<file path="src/hw/rtl/scba_pkg.sv">
// Shared types, constants and helper functions for the size class block allocator.
// Used by every module in hw/rtl but scba_ram; depends on nothing else.
package scba_pkg;

    localparam int SMALL_BLOCKS  = 32;
    localparam int MEDIUM_BLOCKS = 16;
    localparam int LARGE_BLOCKS  = 8;
    localparam int POOL_COUNT    = 3;
    localparam int POOLS         = 3;

    function automatic int idx_bits(input int n);
        return (n > 1) ? $clog2(n) : 1;
    endfunction

    function automatic int max3(input int a, input int b, input int c);
        int m;
        m = (a > b) ? a : b;
        return (m > c) ? m : c;
    endfunction

    localparam int SMALL_W    = idx_bits(SMALL_BLOCKS);
    localparam int MEDIUM_W   = idx_bits(MEDIUM_BLOCKS);
    localparam int LARGE_W    = idx_bits(LARGE_BLOCKS);
    localparam int MAX_BLOCKS = max3(SMALL_BLOCKS, MEDIUM_BLOCKS, LARGE_BLOCKS);
    localparam int IDX_W      = idx_bits(MAX_BLOCKS);
    localparam int CNT_W      = $clog2(MAX_BLOCKS + 1);
    localparam int CMP_W      = CNT_W + 5;
    localparam int SIZE_W     = 16;
    localparam int ADDR_W     = 4;

    typedef logic [IDX_W-1:0] t_idx;
    typedef logic [CNT_W-1:0] t_cnt;

    localparam logic [1:0] POOL_SMALL  = 2'd0;
    localparam logic [1:0] POOL_MEDIUM = 2'd1;
    localparam logic [1:0] POOL_LARGE  = 2'd2;
    localparam logic [1:0] POOL_NONE   = 2'd3;

    localparam logic [1:0] ST_ALLOC   = 2'd0;
    localparam logic [1:0] ST_TOO_BIG = 2'd1;
    localparam logic [1:0] ST_EMPTY   = 2'd2;
    localparam logic [1:0] ST_FREED   = 2'd3;

    localparam logic CMD_ALLOC = 1'b0;
    localparam logic CMD_FREE  = 1'b1;

    localparam logic [1:0] REG_SMALL  = 2'd0;
    localparam logic [1:0] REG_MEDIUM = 2'd1;
    localparam logic [1:0] REG_LARGE  = 2'd2;

    localparam logic [SIZE_W-1:0] SMALL_SIZE_RST  = 16'd16;
    localparam logic [SIZE_W-1:0] MEDIUM_SIZE_RST = 16'd64;
    localparam logic [SIZE_W-1:0] LARGE_SIZE_RST  = 16'd256;

    typedef enum logic {
        S_IDLE,
        S_EXEC
    } t_state;

    typedef struct packed {
        logic capture;
        logic commit;
    } t_dp_cmd;

    typedef struct packed {
        logic [SIZE_W-1:0] small_size;
        logic [SIZE_W-1:0] medium_size;
        logic [SIZE_W-1:0] large_size;
    } t_sizes;

    function automatic t_cnt pool_blocks(input logic [1:0] p);
        t_cnt n;
        unique case (p)
            POOL_SMALL:  n = CNT_W'(SMALL_BLOCKS);
            POOL_MEDIUM: n = CNT_W'(MEDIUM_BLOCKS);
            POOL_LARGE:  n = CNT_W'(LARGE_BLOCKS);
            default:     n = '0;
        endcase
        return n;
    endfunction

    // Link value that an entry holds before it is first written.
    function automatic t_idx reset_link(input logic [1:0] p, input t_idx head);
        logic [CNT_W:0] nxt;
        nxt = (CNT_W+1)'(head) + 1'b1;
        return (nxt < {1'b0, pool_blocks(p)}) ? IDX_W'(nxt) : '0;
    endfunction

endpackage

</file>
<file path="src/hw/rtl/scba_ram.sv">
// Generic single write port, single read port RAM with a registered read.
// Holds the free list links of one pool; no dependencies.
module scba_ram #(
    parameter int WIDTH = 8,
    parameter int DEPTH = 32
) (
    input  logic                                  i_clk,
    input  logic                                  i_we,
    input  logic [((DEPTH > 1) ? $clog2(DEPTH) : 1)-1:0] i_waddr,
    input  logic [WIDTH-1:0]                      i_wdata,
    input  logic                                  i_re,
    input  logic [((DEPTH > 1) ? $clog2(DEPTH) : 1)-1:0] i_raddr,
    output logic [WIDTH-1:0]                      o_rdata
);

    logic [WIDTH-1:0] r_mem [DEPTH];
    logic [WIDTH-1:0] r_rdata;

    always_ff @(posedge i_clk) begin
        if (i_we) begin
            r_mem[i_waddr] <= i_wdata;
        end
        if (i_re) begin
            r_rdata <= r_mem[i_raddr];
        end
    end

    assign o_rdata = r_rdata;

endmodule

</file>
<file path="src/hw/rtl/scba_cfg.sv">
// Configuration register file holding the three block size limits.
// APB-style write and read access; depends on scba_pkg.
module scba_cfg import scba_pkg::*; (
    input  logic              i_clk,
    input  logic              i_rst_n,
    input  logic              psel,
    input  logic              penable,
    input  logic              pwrite,
    input  logic [ADDR_W-1:0] paddr,
    input  logic [31:0]       pwdata,
    output logic [31:0]       prdata,
    output logic              pready,
    output t_sizes            o_sizes
);

    logic [SIZE_W-1:0] r_small_size;
    logic [SIZE_W-1:0] r_medium_size;
    logic [SIZE_W-1:0] r_large_size;
    logic              w_wr;
    logic [1:0]        w_reg;

    assign pready = 1'b1;
    assign w_wr   = psel && penable && pwrite;
    assign w_reg  = paddr[3:2];

    always_ff @(posedge i_clk) begin
        if (!i_rst_n) begin
            r_small_size  <= SMALL_SIZE_RST;
            r_medium_size <= MEDIUM_SIZE_RST;
            r_large_size  <= LARGE_SIZE_RST;
        end else if (w_wr) begin
            unique case (w_reg)
                REG_SMALL:  r_small_size  <= pwdata[SIZE_W-1:0];
                REG_MEDIUM: r_medium_size <= pwdata[SIZE_W-1:0];
                REG_LARGE:  r_large_size  <= pwdata[SIZE_W-1:0];
                default: begin
                end
            endcase
        end
    end

    always_comb begin
        unique case (w_reg)
            REG_SMALL:  prdata = {16'd0, r_small_size};
            REG_MEDIUM: prdata = {16'd0, r_medium_size};
            REG_LARGE:  prdata = {16'd0, r_large_size};
            default:    prdata = '0;
        endcase
    end

    assign o_sizes = '{small_size: r_small_size, medium_size: r_medium_size,
                       large_size: r_large_size};

endmodule

</file>
<file path="src/hw/rtl/scba_ctrl.sv">
// Controller state machine: sequences capture and commit of each transaction.
// Drives the datapath command struct and the output valid; depends on scba_pkg.
module scba_ctrl import scba_pkg::*; (
    input  logic    i_clk,
    input  logic    i_rst_n,
    input  logic    i_in_valid,
    output logic    o_in_ready,
    output logic    o_out_valid,
    input  logic    i_out_ready,
    output t_dp_cmd o_cmd
);

    t_state r_state;
    t_state n_state;
    logic   r_out_valid;
    logic   n_out_valid;
    logic   w_slot_free;

    always_ff @(posedge i_clk) begin
        if (!i_rst_n) begin
            r_state     <= S_IDLE;
            r_out_valid <= 1'b0;
        end else begin
            r_state     <= n_state;
            r_out_valid <= n_out_valid;
        end
    end

    always_comb begin
        n_state       = r_state;
        o_cmd.capture = 1'b0;
        o_cmd.commit  = 1'b0;
        o_in_ready    = 1'b0;
        w_slot_free   = !r_out_valid || i_out_ready;
        unique case (r_state)
            S_IDLE: begin
                o_in_ready = 1'b1;
                if (i_in_valid) begin
                    o_cmd.capture = 1'b1;
                    n_state       = S_EXEC;
                end
            end
            S_EXEC: begin
                if (w_slot_free) begin
                    o_cmd.commit = 1'b1;
                    n_state      = S_IDLE;
                end
            end
            default: n_state = S_IDLE;
        endcase
        if (o_cmd.commit) begin
            n_out_valid = 1'b1;
        end else if (i_out_ready) begin
            n_out_valid = 1'b0;
        end else begin
            n_out_valid = r_out_valid;
        end
    end

    assign o_out_valid = r_out_valid;

endmodule

</file>
<file path="src/hw/rtl/scba_dp.sv">
// Datapath: list heads, free counts, link memories and the result register.
// Acts on capture and commit commands from scba_ctrl; depends on scba_pkg and scba_ram.
module scba_dp import scba_pkg::*; (
    input  logic              i_clk,
    input  logic              i_rst_n,
    input  t_dp_cmd           i_cmd,
    input  t_sizes            i_sizes,
    input  logic              i_command,
    input  logic [SIZE_W-1:0] i_request_size,
    input  logic [1:0]        i_free_pool,
    input  logic [4:0]        i_free_block,
    output logic [1:0]        o_status,
    output logic [1:0]        o_pool_id,
    output logic [4:0]        o_block_index,
    output logic [5:0]        o_blocks_left
);

    logic              r_cmd;
    logic [SIZE_W-1:0] r_size;
    logic [1:0]        r_fp;
    logic [4:0]        r_fb;
    t_idx              r_head [POOLS];
    t_cnt              r_cnt  [POOLS];
    logic              r_rdv  [POOLS];
    logic [SMALL_BLOCKS-1:0]  r_vld_s;
    logic [MEDIUM_BLOCKS-1:0] r_vld_m;
    logic [LARGE_BLOCKS-1:0]  r_vld_l;
    logic [1:0]        r_status;
    logic [1:0]        r_pool;
    logic [4:0]        r_block;
    logic [5:0]        r_left;

    logic [SMALL_W-1:0]  w_rd_s;
    logic [MEDIUM_W-1:0] w_rd_m;
    logic [LARGE_W-1:0]  w_rd_l;
    t_idx              w_link [POOLS];
    logic [1:0]        w_cls;
    logic              w_alloc_ok;
    t_cnt              w_cnt_a;
    t_idx              w_head_a;
    t_idx              w_link_a;
    t_cnt              w_cnt_f;
    t_cnt              w_blk_f;
    t_cnt              w_cnt_dec;
    t_cnt              w_cnt_inc;
    t_idx              w_fb_ext;
    logic              w_free_ok;
    logic              w_alloc_go;
    logic              w_free_go;
    logic              w_we_s;
    logic              w_we_m;
    logic              w_we_l;
    logic [1:0]        n_status;
    logic [1:0]        n_pool;
    logic [4:0]        n_block;
    logic [5:0]        n_left;

    scba_ram #(.WIDTH(SMALL_W), .DEPTH(SMALL_BLOCKS)) u_small_links (
        .i_clk   (i_clk),
        .i_we    (w_we_s),
        .i_waddr (w_fb_ext[SMALL_W-1:0]),
        .i_wdata (r_head[0][SMALL_W-1:0]),
        .i_re    (i_cmd.capture),
        .i_raddr (r_head[0][SMALL_W-1:0]),
        .o_rdata (w_rd_s)
    );

    scba_ram #(.WIDTH(MEDIUM_W), .DEPTH(MEDIUM_BLOCKS)) u_medium_links (
        .i_clk   (i_clk),
        .i_we    (w_we_m),
        .i_waddr (w_fb_ext[MEDIUM_W-1:0]),
        .i_wdata (r_head[1][MEDIUM_W-1:0]),
        .i_re    (i_cmd.capture),
        .i_raddr (r_head[1][MEDIUM_W-1:0]),
        .o_rdata (w_rd_m)
    );

    scba_ram #(.WIDTH(LARGE_W), .DEPTH(LARGE_BLOCKS)) u_large_links (
        .i_clk   (i_clk),
        .i_we    (w_we_l),
        .i_waddr (w_fb_ext[LARGE_W-1:0]),
        .i_wdata (r_head[2][LARGE_W-1:0]),
        .i_re    (i_cmd.capture),
        .i_raddr (r_head[2][LARGE_W-1:0]),
        .o_rdata (w_rd_l)
    );

    // Entries never written since reset still hold their initial chain.
    assign w_link[0] = r_rdv[0] ? IDX_W'(w_rd_s) : reset_link(POOL_SMALL, r_head[0]);
    assign w_link[1] = r_rdv[1] ? IDX_W'(w_rd_m) : reset_link(POOL_MEDIUM, r_head[1]);
    assign w_link[2] = r_rdv[2] ? IDX_W'(w_rd_l) : reset_link(POOL_LARGE, r_head[2]);

    assign w_fb_ext = IDX_W'(r_fb);

    always_comb begin
        priority if (r_size <= i_sizes.small_size) begin
            w_cls = POOL_SMALL;
        end else if (r_size <= i_sizes.medium_size) begin
            w_cls = POOL_MEDIUM;
        end else if (r_size <= i_sizes.large_size) begin
            w_cls = POOL_LARGE;
        end else begin
            w_cls = POOL_NONE;
        end
    end

    always_comb begin
        unique case (w_cls)
            POOL_SMALL: begin
                w_cnt_a = r_cnt[0]; w_head_a = r_head[0]; w_link_a = w_link[0];
            end
            POOL_MEDIUM: begin
                w_cnt_a = r_cnt[1]; w_head_a = r_head[1]; w_link_a = w_link[1];
            end
            POOL_LARGE: begin
                w_cnt_a = r_cnt[2]; w_head_a = r_head[2]; w_link_a = w_link[2];
            end
            default: begin
                w_cnt_a = '0; w_head_a = '0; w_link_a = '0;
            end
        endcase
        unique case (r_fp)
            POOL_SMALL:  w_cnt_f = r_cnt[0];
            POOL_MEDIUM: w_cnt_f = r_cnt[1];
            POOL_LARGE:  w_cnt_f = r_cnt[2];
            default:     w_cnt_f = '0;
        endcase
    end

    assign w_blk_f    = pool_blocks(r_fp);
    assign w_alloc_ok = w_cls < 2'(POOL_COUNT);
    assign w_free_ok  = (r_fp < 2'(POOL_COUNT)) && (CMP_W'(r_fb) < CMP_W'(w_blk_f))
                        && (w_cnt_f < w_blk_f);
    assign w_cnt_dec  = w_cnt_a - 1'b1;
    assign w_cnt_inc  = w_cnt_f + 1'b1;
    assign w_alloc_go = i_cmd.commit && (r_cmd == CMD_ALLOC) && w_alloc_ok && (w_cnt_a != '0);
    assign w_free_go  = i_cmd.commit && (r_cmd == CMD_FREE) && w_free_ok;
    assign w_we_s     = w_free_go && (r_fp == POOL_SMALL);
    assign w_we_m     = w_free_go && (r_fp == POOL_MEDIUM);
    assign w_we_l     = w_free_go && (r_fp == POOL_LARGE);

    always_comb begin
        n_status = ST_TOO_BIG;
        n_pool   = POOL_SMALL;
        n_block  = '0;
        n_left   = '0;
        if (r_cmd == CMD_ALLOC) begin
            if (!w_alloc_ok) begin
                n_status = ST_TOO_BIG;
            end else if (w_cnt_a == '0) begin
                n_status = ST_EMPTY;
                n_pool   = w_cls;
            end else begin
                n_status = ST_ALLOC;
                n_pool   = w_cls;
                n_block  = 5'(w_head_a);
                n_left   = 6'(w_cnt_dec);
            end
        end else begin
            n_pool  = r_fp;
            n_block = r_fb;
            if (w_free_ok) begin
                n_status = ST_FREED;
                n_left   = 6'(w_cnt_inc);
            end
        end
    end

    always_ff @(posedge i_clk) begin
        if (i_cmd.capture) begin
            r_cmd    <= i_command;
            r_size   <= i_request_size;
            r_fp     <= i_free_pool;
            r_fb     <= i_free_block;
            r_rdv[0] <= r_vld_s[r_head[0][SMALL_W-1:0]];
            r_rdv[1] <= r_vld_m[r_head[1][MEDIUM_W-1:0]];
            r_rdv[2] <= r_vld_l[r_head[2][LARGE_W-1:0]];
        end
        if (i_cmd.commit) begin
            r_status <= n_status;
            r_pool   <= n_pool;
            r_block  <= n_block;
            r_left   <= n_left;
        end
    end

    always_ff @(posedge i_clk) begin
        if (!i_rst_n) begin
            for (int p = 0; p < POOLS; p++) begin
                r_head[p] <= '0;
                r_cnt[p]  <= pool_blocks(2'(p));
            end
            r_vld_s <= '0;
            r_vld_m <= '0;
            r_vld_l <= '0;
        end else begin
            for (int p = 0; p < POOLS; p++) begin
                if (w_alloc_go && (w_cls == 2'(p))) begin
                    r_head[p] <= w_link_a;
                    r_cnt[p]  <= w_cnt_dec;
                end
                if (w_free_go && (r_fp == 2'(p))) begin
                    r_head[p] <= w_fb_ext;
                    r_cnt[p]  <= w_cnt_inc;
                end
            end
            if (w_we_s) begin
                r_vld_s[w_fb_ext[SMALL_W-1:0]] <= 1'b1;
            end
            if (w_we_m) begin
                r_vld_m[w_fb_ext[MEDIUM_W-1:0]] <= 1'b1;
            end
            if (w_we_l) begin
                r_vld_l[w_fb_ext[LARGE_W-1:0]] <= 1'b1;
            end
        end
    end

    assign o_status      = r_status;
    assign o_pool_id     = r_pool;
    assign o_block_index = r_block;
    assign o_blocks_left = r_left;

    a_cnt_range: assert property (@(posedge i_clk) disable iff (!i_rst_n)
        (r_cnt[0] <= pool_blocks(POOL_SMALL)) && (r_cnt[1] <= pool_blocks(POOL_MEDIUM))
        && (r_cnt[2] <= pool_blocks(POOL_LARGE)))
        else $error("Free count exceeds the pool size.");

    a_head_range: assert property (@(posedge i_clk) disable iff (!i_rst_n)
        (CMP_W'(r_head[0]) < CMP_W'(pool_blocks(POOL_SMALL)))
        && (CMP_W'(r_head[1]) < CMP_W'(pool_blocks(POOL_MEDIUM)))
        && (CMP_W'(r_head[2]) < CMP_W'(pool_blocks(POOL_LARGE))))
        else $error("List head points outside its pool.");

    a_cmd_excl: assert property (@(posedge i_clk) disable iff (!i_rst_n)
        i_cmd.commit |-> $past(i_cmd.capture) || $past(i_cmd.commit) == 1'b0)
        else $error("Commit issued without a captured transaction.");

endmodule

</file>
<file path="src/hw/rtl/size_class_block_allocator.sv">
// Top level of the size class block allocator.
// Instantiates scba_cfg, scba_ctrl and scba_dp; depends on scba_pkg.
//
// The block serves three fixed-size pools kept as linked free lists.
// An input transaction either allocates a block for a byte size or frees
// a block back to its pool; every input transaction yields exactly one
// output transaction with status, pool, block and the pool's free count.
// Both channels use valid and ready. An input transaction is taken in the
// idle state; the link memory read of the list head is registered while the
// controller moves to the execute state, and the result is registered once the
// output register is free, which raises output valid. No new input transaction
// is taken until the result of the last one has been registered.
// A new input transaction is taken while a result still waits; if the
// receiver stalls, the following result holds inside the block until the
// output register drains. Reset restores the size registers to 16, 64 and
// 256 bytes, fills every pool and chains each list in index order; no
// clearing pass is needed. Size registers are written over the APB port.
module size_class_block_allocator import scba_pkg::*; (
    input  logic              i_clk,
    input  logic              i_rst_n,
    input  logic              psel,
    input  logic              penable,
    input  logic              pwrite,
    input  logic [ADDR_W-1:0] paddr,
    input  logic [31:0]       pwdata,
    output logic [31:0]       prdata,
    output logic              pready,
    input  logic              i_in_valid,
    output logic              o_in_ready,
    input  logic              i_command,
    input  logic [SIZE_W-1:0] i_request_size,
    input  logic [1:0]        i_free_pool,
    input  logic [4:0]        i_free_block,
    output logic              o_out_valid,
    input  logic              i_out_ready,
    output logic [1:0]        o_status,
    output logic [1:0]        o_pool_id,
    output logic [4:0]        o_block_index,
    output logic [5:0]        o_blocks_left
);

    t_sizes  w_sizes;
    t_dp_cmd w_cmd;

    scba_cfg u_cfg (
        .i_clk   (i_clk),
        .i_rst_n (i_rst_n),
        .psel    (psel),
        .penable (penable),
        .pwrite  (pwrite),
        .paddr   (paddr),
        .pwdata  (pwdata),
        .prdata  (prdata),
        .pready  (pready),
        .o_sizes (w_sizes)
    );

    scba_ctrl u_ctrl (
        .i_clk       (i_clk),
        .i_rst_n     (i_rst_n),
        .i_in_valid  (i_in_valid),
        .o_in_ready  (o_in_ready),
        .o_out_valid (o_out_valid),
        .i_out_ready (i_out_ready),
        .o_cmd       (w_cmd)
    );

    scba_dp u_dp (
        .i_clk          (i_clk),
        .i_rst_n        (i_rst_n),
        .i_cmd          (w_cmd),
        .i_sizes        (w_sizes),
        .i_command      (i_command),
        .i_request_size (i_request_size),
        .i_free_pool    (i_free_pool),
        .i_free_block   (i_free_block),
        .o_status       (o_status),
        .o_pool_id      (o_pool_id),
        .o_block_index  (o_block_index),
        .o_blocks_left  (o_blocks_left)
    );

endmodule

</file>
<file path="config.mk">
export PLATFORM = sky130hd
export DESIGN_NAME = size_class_block_allocator
export DESIGN_NICKNAME = d
export VERILOG_FILES = /design/src/hw/rtl/scba_pkg.sv /design/src/hw/rtl/scba_ram.sv /design/src/hw/rtl/scba_cfg.sv /design/src/hw/rtl/scba_ctrl.sv /design/src/hw/rtl/scba_dp.sv /design/src/hw/rtl/size_class_block_allocator.sv
export SDC_FILE = /design/constraint.sdc
export NUM_CORES = 1
export LEC_CHECK = 0
export BUFFER_PORTS_ARGS = -buffer_cell sky130_fd_sc_hd__buf_2
export CAP_MARGIN = 15
export CORE_ASPECT_RATIO = 0.75
export CORE_MARGIN = 5
export CORE_UTILIZATION = 55
export DETAILED_ROUTE_END_ITERATION = 6
export PLACE_DENSITY = 0.74
export SLEW_MARGIN = 25
export SYNTH_ARGS = -nofsm -noshare
export SYNTH_HDL_FRONTEND = slang
export SYNTH_SLANG_ARGS = --single-unit
export TNS_END_PERCENT = 5
</file>
<file path="constraint.sdc">
create_clock -name i_clk -period 5.2 [get_ports i_clk]
set_clock_uncertainty 0.1 [all_clocks]
set_input_delay 0 -clock i_clk [delete_from_list [all_inputs] [get_ports i_clk]]
set_output_delay 0 -clock i_clk [all_outputs]
set_load 0.01 [all_outputs]
</file>
======== After elaboration in Yosys (flattened, before gate mapping) ========
Memory sizes are Yosys's and may differ from the RTL's. A register that Yosys moved wholly into a read port is not among the register bits.
Index checks and enable logic that the tools add are counted.
cells by class
  reduce and logical (&&, ||, !) cells .... 29
  $add $sub $neg .......................... 5
  bitwise gates (word level) .............. 17
  shift operators ......................... 0
  $lt $le $gt $ge ......................... 19
  $mul .................................... 0
  eq/ne operators ......................... 6
  divide/modulo/power cells ............... 0
  mux-type cells .......................... 88
operators by type and width
  cell                 number
  $mux 6               13
  $mux 5               15
  $pmux 6 s3           3
  $le 16x16->1         3
  $pmux 16 s3          1
  $mux 1               39
  $or 32x32->32        1
  $pmux 5 s3           2
  $add 5x1->6 const B  3
  $logic_and 1x1->1    18
  $mux 2               8
  $or 16x16->16        1
  $lt 5x6->1 const B   2
  $or 1x1->1           12
  $lt 4x5->1 const B   2
  $lt 3x4->1 const B   2
  $or 8x8->8           1
  $lt 7x4->1 const B   1
  $lt 7x5->1 const B   1
  $lt 7x6->1 const B   1
  $add 6x1->6 const B  1
  $eq 2x1->1 const B   3
  $eq 2x2->1 const B   3
  $logic_not 2->1      3
  other kinds (21)     25
word-level totals
  bits of input ports ..................... 67
  bits in read-only memories .............. 0
  memories ................................ 6
  bits in writable memories ............... 284
  bits in registers ....................... 145
  bits in latches ......................... 0
memories
  name                       words  bits a word  rd ports  clocked after Yosys merged registers in  wr ports  line            RTL
  u_dp.u_small_links.r_mem   32     5            1         1                                        1         scba_ram.sv:16  logic [WIDTH-1:0] r_mem [DEPTH];
  u_dp.u_medium_links.r_mem  16     4            1         1                                        1         scba_ram.sv:16
  u_dp.u_large_links.r_mem   8      3            1         1                                        1         scba_ram.sv:16
  u_dp.r_cnt                 3      6            3         0                                        3         scba_dp.sv:23   t_cnt r_cnt [POOLS];
  u_dp.r_head                3      5            3         0                                        3         scba_dp.sv:22   t_idx r_head [POOLS];
  u_dp.r_rdv                 3      1            3         0                                        3         scba_dp.sv:24   logic r_rdv [POOLS];

======== Depth between registers and ports, before layout ========
  depth in word-level cells ............... 14
  mapped depth ............................ 15
  depth with buffers taken out ............ 13

======== Hierarchy ========
From an unflattened synthesis, not the netlist that was laid out.
unflattened totals
  cell total of the unflattened synthesis .. 1,475
  area, all modules ....................... 20,121.8 um^2
by module, submodules not included
  module                           area an instance (um^2)  instances  cells an instance  sequential area each (um^2)
  scba_dp                          7,513.5                  1          754                3,373.2
  scba_ram at u_dp.u_small_links   6,394.9                  1          277                4,954.8
  scba_ram at u_dp.u_medium_links  2,706.3                  1          130                2,042.0
  scba_cfg                         2,324.7                  1          254                960.9
  scba_ram at u_dp.u_large_links   1,072.3                  1          50                 810.8
  scba_ctrl                        110.1                    1          10                 40.0

======== Worst setup path after synthesis ========
No wires, ideal clock.
  kind .................................... flip-flop to flip-flop
  start ................................... reg u_dp.r_size[15]
  end ..................................... mem u_dp.r_cnt[2][0] (netlist bit), enable pin
  setup slack ............................. 0.268 ns
  required time ........................... 4.680 ns
  period minus slack after synthesis ...... 4.932 ns
  data arrival time ....................... 4.412 ns
  cell stages (with the launch flop) ...... 12
  path buffers ............................ 1
  library setup time ...................... 0.420 ns
  cell sequence ........................... edfxtp_1 ha_1 nand4_2 or4_4 or2_1 buf_6 a2111oi_0 o31a_1 inv_1 ha_1 a41o_4 o311ai_0
RTL lines
  what                      line            RTL
  start: declaration        scba_dp.sv:19   logic [SIZE_W-1:0] r_size;
  start signal: assignment  scba_dp.sv:172  r_size <= i_request_size;
  end: declaration          scba_dp.sv:23

======== Worst setup path in the final report ========
  start ................................... reg u_dp.r_fp[0]
  end ..................................... mem u_dp.u_small_links.r_mem[29][2] (netlist bit), enable pin
on the way
  cells in the longest elaborated chain, start to end .. 9
  elaborated cells on any way between the ends .. 14
  those cells by class .................... 3 x order compare; 2 x eq/ne; 4 x mux; 5 x reduce/logical
RTL lines
  what                                      line                            RTL
  start: declaration                        scba_dp.sv:20                   logic [1:0] r_fp;
  start signal: assignment                  scba_dp.sv:173                  r_fp <= i_free_pool;
  $eq 2x2->1, or another cell as far along  scba_pkg.sv:73, scba_dp.sv:122
  $pmux 6 s3                                scba_pkg.sv:73                  unique case (p)
  $lt 5x6->1                                scba_dp.sv:132                  assign w_free_ok = (r_fp < 2'(POOL_COUNT)) && (CMP_W'(r_fb) < CMP_W'(w_blk_f))
  $logic_and 1x1->1                         scba_dp.sv:132
  $logic_and 1x1->1                         scba_dp.sv:133                  && (w_cnt_f < w_blk_f);
  $logic_and 1x1->1                         scba_dp.sv:137                  assign w_free_go = i_cmd.commit && (r_cmd == CMD_FREE) && w_free_ok;
  $logic_and 1x1->1 (*)                     scba_dp.sv:138                  assign w_we_s = w_free_go && (r_fp == POOL_SMALL);
  $mux 1 (*)                                scba_ram.sv:20                  if (i_we) begin
  $mux 1 (not written as such) (*)          scba_ram.sv:21                  r_mem[i_waddr] <= i_wdata;
  end: declaration                          scba_ram.sv:16
Every way passes the cells marked *; elsewhere a longest branch is shown, timed or not.

==> run summary <==
The flow ran to the end, and the final reports show no timing, DRC or antenna violations. The total negative slack is 0 ns. The final critical-path share of the clock period is roughly nine tenths. The floorplan step set the die height to 174.3 um.

From left edge to right edge, the die measures roughly 230 um. For this run, the detailed router's first-pass iteration total came to 7. The number of distinct library cells after synthesis came out at between 70 and 80. The number of global-route vias before repair is 13136.

The number of diodes added for antenna fixing is 0. The post-synth design cell area is 19800 um2. The worst setup timing slack at the placement stage came out at 0.7484 ns. The fraction of synthesis flops using an asynchronous set or reset pin came out at 0%. In this design, the critical path's most frequently occurring cell is sky130_fd_sc_hd__nor2_1. Counting the fill cells in the layout gives 2683. The clock network accounts for 40.4% of the total power. The worst-path maximum fanout came out at 11.

After layout, the design draws a total of around 7.6 mW. Once detailed placement completed, the half-perimeter wirelength came to 31720 um. The time the worst path needs with I/O delays and setup came out at between 4 and 5 ns. For this design the top-level I/O count stands at 117. The highest attainable clock frequency is 217.6 MHz. The max-capacitance violation count is 0. The final max-slew violation count is 0. The overall track demand over capacity in global routing is between 20% and 30%.

On the critical path, the stage with the largest delay is an instance of sky130_fd_sc_hd__nor2_1. The worst-margin pin slew came out at roughly 1.1 ns. The fraction of final layout cells with drive strength greater than 1 is 14.29%. The clock slew seen by the registers of the worst setup and hold paths is 0.06 ns.

The clock tree buffer depth is 3. The number of routed nets with antenna violations came out at 0. The final worst-path setup slack is between 0.6 and 0.7 ns. The synthesized design spends more area on one cell type than any other, namely sky130_fd_sc_hd__edfxtp_1.

At the worst endpoint, the arrival time is 4.68 ns. STA classifies the critical path startpoint as a flop. The flip-flop and latch count after synthesis came out at 441. CTS saw 441 sinks. The number of remaining DRC errors is 0. The max-slew headroom at the worst pin came out at 28.69%. The critical path in this run is classified as reg -> reg. Leaving out fill and tap cells, the most frequent cell in the layout is sky130_fd_sc_hd__edfxtp_1. The routed wirelength normalized by instance count is 21.87 um. The clock latency at the later pin of the worst-skew pair came out at 0.56 ns. The internal power of the cells came out at 5.824 mW.

Combinational logic is responsible for under 10% of the overall power. The full die area came out at 39930 um2. Summed over its instances, the top area cell type makes up 50.82% of the synthesized netlist area. The initial cell density of the core came out at 55.40%. The maximum number of pins on one net before global-route repair is around 110. The initial antenna violation count is 1. In the layout the commonest cells are sky130_fd_sc_hd__edfxtp_1, sky130_fd_sc_hd__nand2_1, sky130_fd_sc_hd__nor2_1. The peak per-stage delay on the critical path came out at 0.65 ns. The sequential-to-total area share from yosys stat is between 60% and 70%. The synthesized area divided by synthesized cell count came out at 12.39 um2. The worst setup path is captured at a flop. The number of levels the H-tree was split into is 2. IR analysis of the VDD net gives a maximum drop of 0.0002702 V. The number of placement rows is 60.

In this design, the largest share of critical-path delay is due to simple AND/OR/NAND/NOR gates. The number of buffers and inverters on the critical path is 0. The average via count per standard cell is just over 6.

The number of enable flip-flop cells after synthesis is 335. The worst path required time is 5.28 ns. The number of endpoints failing setup at the final stage is 0. Ranked by total cell area, the synthesized netlist is headed by sky130_fd_sc_hd__edfxtp_1, sky130_fd_sc_hd__dfxtp_1, sky130_fd_sc_hd__mux4_2.

The violation count after the first detailed-routing iteration came out at 1818. The total via count in the routed design came out at 13577. The area growth from synthesis to layout is 13.42%. The number of CTS-inserted buffers is between 40 and 50. The cell sitting at the root of the clock tree is a sky130_fd_sc_hd__clkbuf_16. The first global-routing pass estimated 75010 um of wire. The analysis attributes to net switching a power of 1.815 mW. The sequential group share of total power came out at 51.3%. The routability-driven placement congestion ratio came out at 0.9403. The number of nets in the layout came out at 1830. The number of synthesis warnings came out at 0.

The flop-to-flop setup slack came out at 0.61 ns. The critical path goes through nor2b_1, nand2_1, o21ai_0, ha_1, a221o_1, or2_2, nor2_1, nand3_1, nor2_1. The count of mapped cells out of synthesis is 1598.

The power density normalized to cell area came out at 340.2 nW/um2. For this design the static power due to leakage is 7.761 nW. The global route total overflow came out at 0. The quantity of I/O buffers inserted on ports came out at 81.

The total wire length after detailed routing came out at 48260 um. The commonest register cell after synthesis is sky130_fd_sc_hd__edfxtp_1. The core box area is roughly 36000 um2.

TritonCTS built the clock tree. The count of final hold-check violations came out at 0. The switching portion of total power came out at 23.76%. The path class of the lowest-slack min-delay path is in -> reg.

Setup repair after global routing left no endpoint under its margin.
worst reg2reg max path, delay by kind of cell (launching register included):
family          cells  cell delay [ns]
simple gates        6             2.36
compound gates      2             0.77
flops               1             0.64
fa+ha+maj           1             0.35
per-stage QoR:
stage	hold WS, ns	std cells	instance area (um2)	util (%)
CTS	0.02144	2207	22450	62.82
detailed placement	0.07813	2081	20600	57.66
global route	0.04261	2207	22450	62.84
global placement	0.07692	2081	20600	57.66
finish	0.04542	2207	22450	62.84
floorplan	-0.001131	1613	19850	-
synth_stat cells, types with 8 or more instances:
library cell,count
sky130_fd_sc_hd__edfxtp_1,335
sky130_fd_sc_hd__nand2_1,207
sky130_fd_sc_hd__nor2_1,152
sky130_fd_sc_hd__dfxtp_1,106
sky130_fd_sc_hd__a21oi_1,87
sky130_fd_sc_hd__mux2i_1,87
sky130_fd_sc_hd__clkbuf_1,68
sky130_fd_sc_hd__inv_1,61
sky130_fd_sc_hd__ha_1,56
sky130_fd_sc_hd__o21ai_0,53
sky130_fd_sc_hd__mux4_2,42
sky130_fd_sc_hd__o221ai_1,30
sky130_fd_sc_hd__o21a_1,26
sky130_fd_sc_hd__nor3_1,23
sky130_fd_sc_hd__o22ai_1,19
sky130_fd_sc_hd__buf_4,17
sky130_fd_sc_hd__nand3_1,16
sky130_fd_sc_hd__buf_1,15
sky130_fd_sc_hd__a211oi_1,14
sky130_fd_sc_hd__a221oi_1,12
sky130_fd_sc_hd__nand4_1,12
sky130_fd_sc_hd__and2_1,8
sky130_fd_sc_hd__mux2_2,8
sky130_fd_sc_hd__nor2b_1,8
sky130_fd_sc_hd__xnor2_1,8
layer usage:
metal | global-route usage [%] | routed length (um) | vias up | share of wire, %
met2 | 35.84 | 21600 | 685 | 45
met4 | 5.109 | 965 | 0 | 2.0
li1 | - | - | 6141 | -
met1 | 36.23 | 21120 | 6656 | 44
met3 | 4.409 | 4574 | 95 | 9.5
met5 | 0 | 0 | - | 0
what timing repair did:
| item | 4_1_cts | 5_1_grt |
|---|---|---|
| hold buffers | 46 | 0 |
| endpoints found under the hold margin | 115 | 0 |
| gates resized for setup | 0 | 0 |
| buffers inserted | 0 | 0 |
final timing paths:
check | cells past startpoint | endpoint | start
max | 9 | u_dp.u_small_links.r_mem[29][2] | u_dp.r_fp[0]
max reg2reg | 9 | u_dp.u_small_links.r_mem[29][2] | u_dp.r_fp[0]
min | 2 | u_dp.r_size[12] | i_request_size[12]
min reg2reg | 1 | u_dp.r_vld_s[1] | u_dp.r_vld_s[1]
logic make-up (layout without fill, tap and decap cells):
logic type               Yosys count  count (layout)  share of synthesized area [%]
AND/OR/NAND/NOR                  464             464                          9.992
flip-flops                       441             441                          61.53
AO/OA/AOI/OAI                    316             316                          10.98
buffers and inverters            167             296                          3.615
multiplexers                     137             137                          9.632
adder cells (fa/ha/maj)           56              56                          3.539
XOR/XNOR                          15              15                         0.6637
other                              2              17                        0.03794
cell type report:
| class | instances | area [um2] | area share, % |
|---|---|---|---|
| clock inverter | 23 | 222.7 | 0.9919 |
| sequential | 441 | 12180 | 54.25 |
| inverter | 62 | 232.7 | 1.036 |
| clock buffer | 57 | 1160 | 5.165 |
| multi-input combinational | 1005 | 6994 | 31.15 |
| tap | 465 | 581.8 | 2.591 |
| timing repair buffer | 154 | 1081 | 4.814 |
registers in the layout (all words and copies together) (netlist names), 5 cells and up:
register / flops
u_dp.r_vld_m: 16
u_dp.o_block_index: 5
u_dp.r_cnt: 18
u_dp.u_medium_links.r_mem: 64
u_cfg.r_medium_size: 16
u_dp.r_head: 15
u_cfg.r_small_size: 16
u_dp.r_vld_l: 8
u_dp.u_small_links.o_rdata: 5
u_dp.r_vld_s: 32
u_cfg.r_large_size: 16
u_dp.u_large_links.r_mem: 24
u_dp.r_fb: 5
u_dp.u_small_links.r_mem: 160
u_dp.r_size: 16
u_dp.o_blocks_left: 6
power by group through the flow:
stage                     clock [mW]  sequential [mW]  combinational (mW)
after detailed placement           0             3.99               0.594
after global placement             0             3.99               0.581
after floorplan                    0             3.97               0.411
after global routing            3.25             3.92               0.690
after CTS                       3.11             3.92               0.624
final                           3.08             3.92               0.638
No activity file was read; power rests on OpenSTA's default activity.
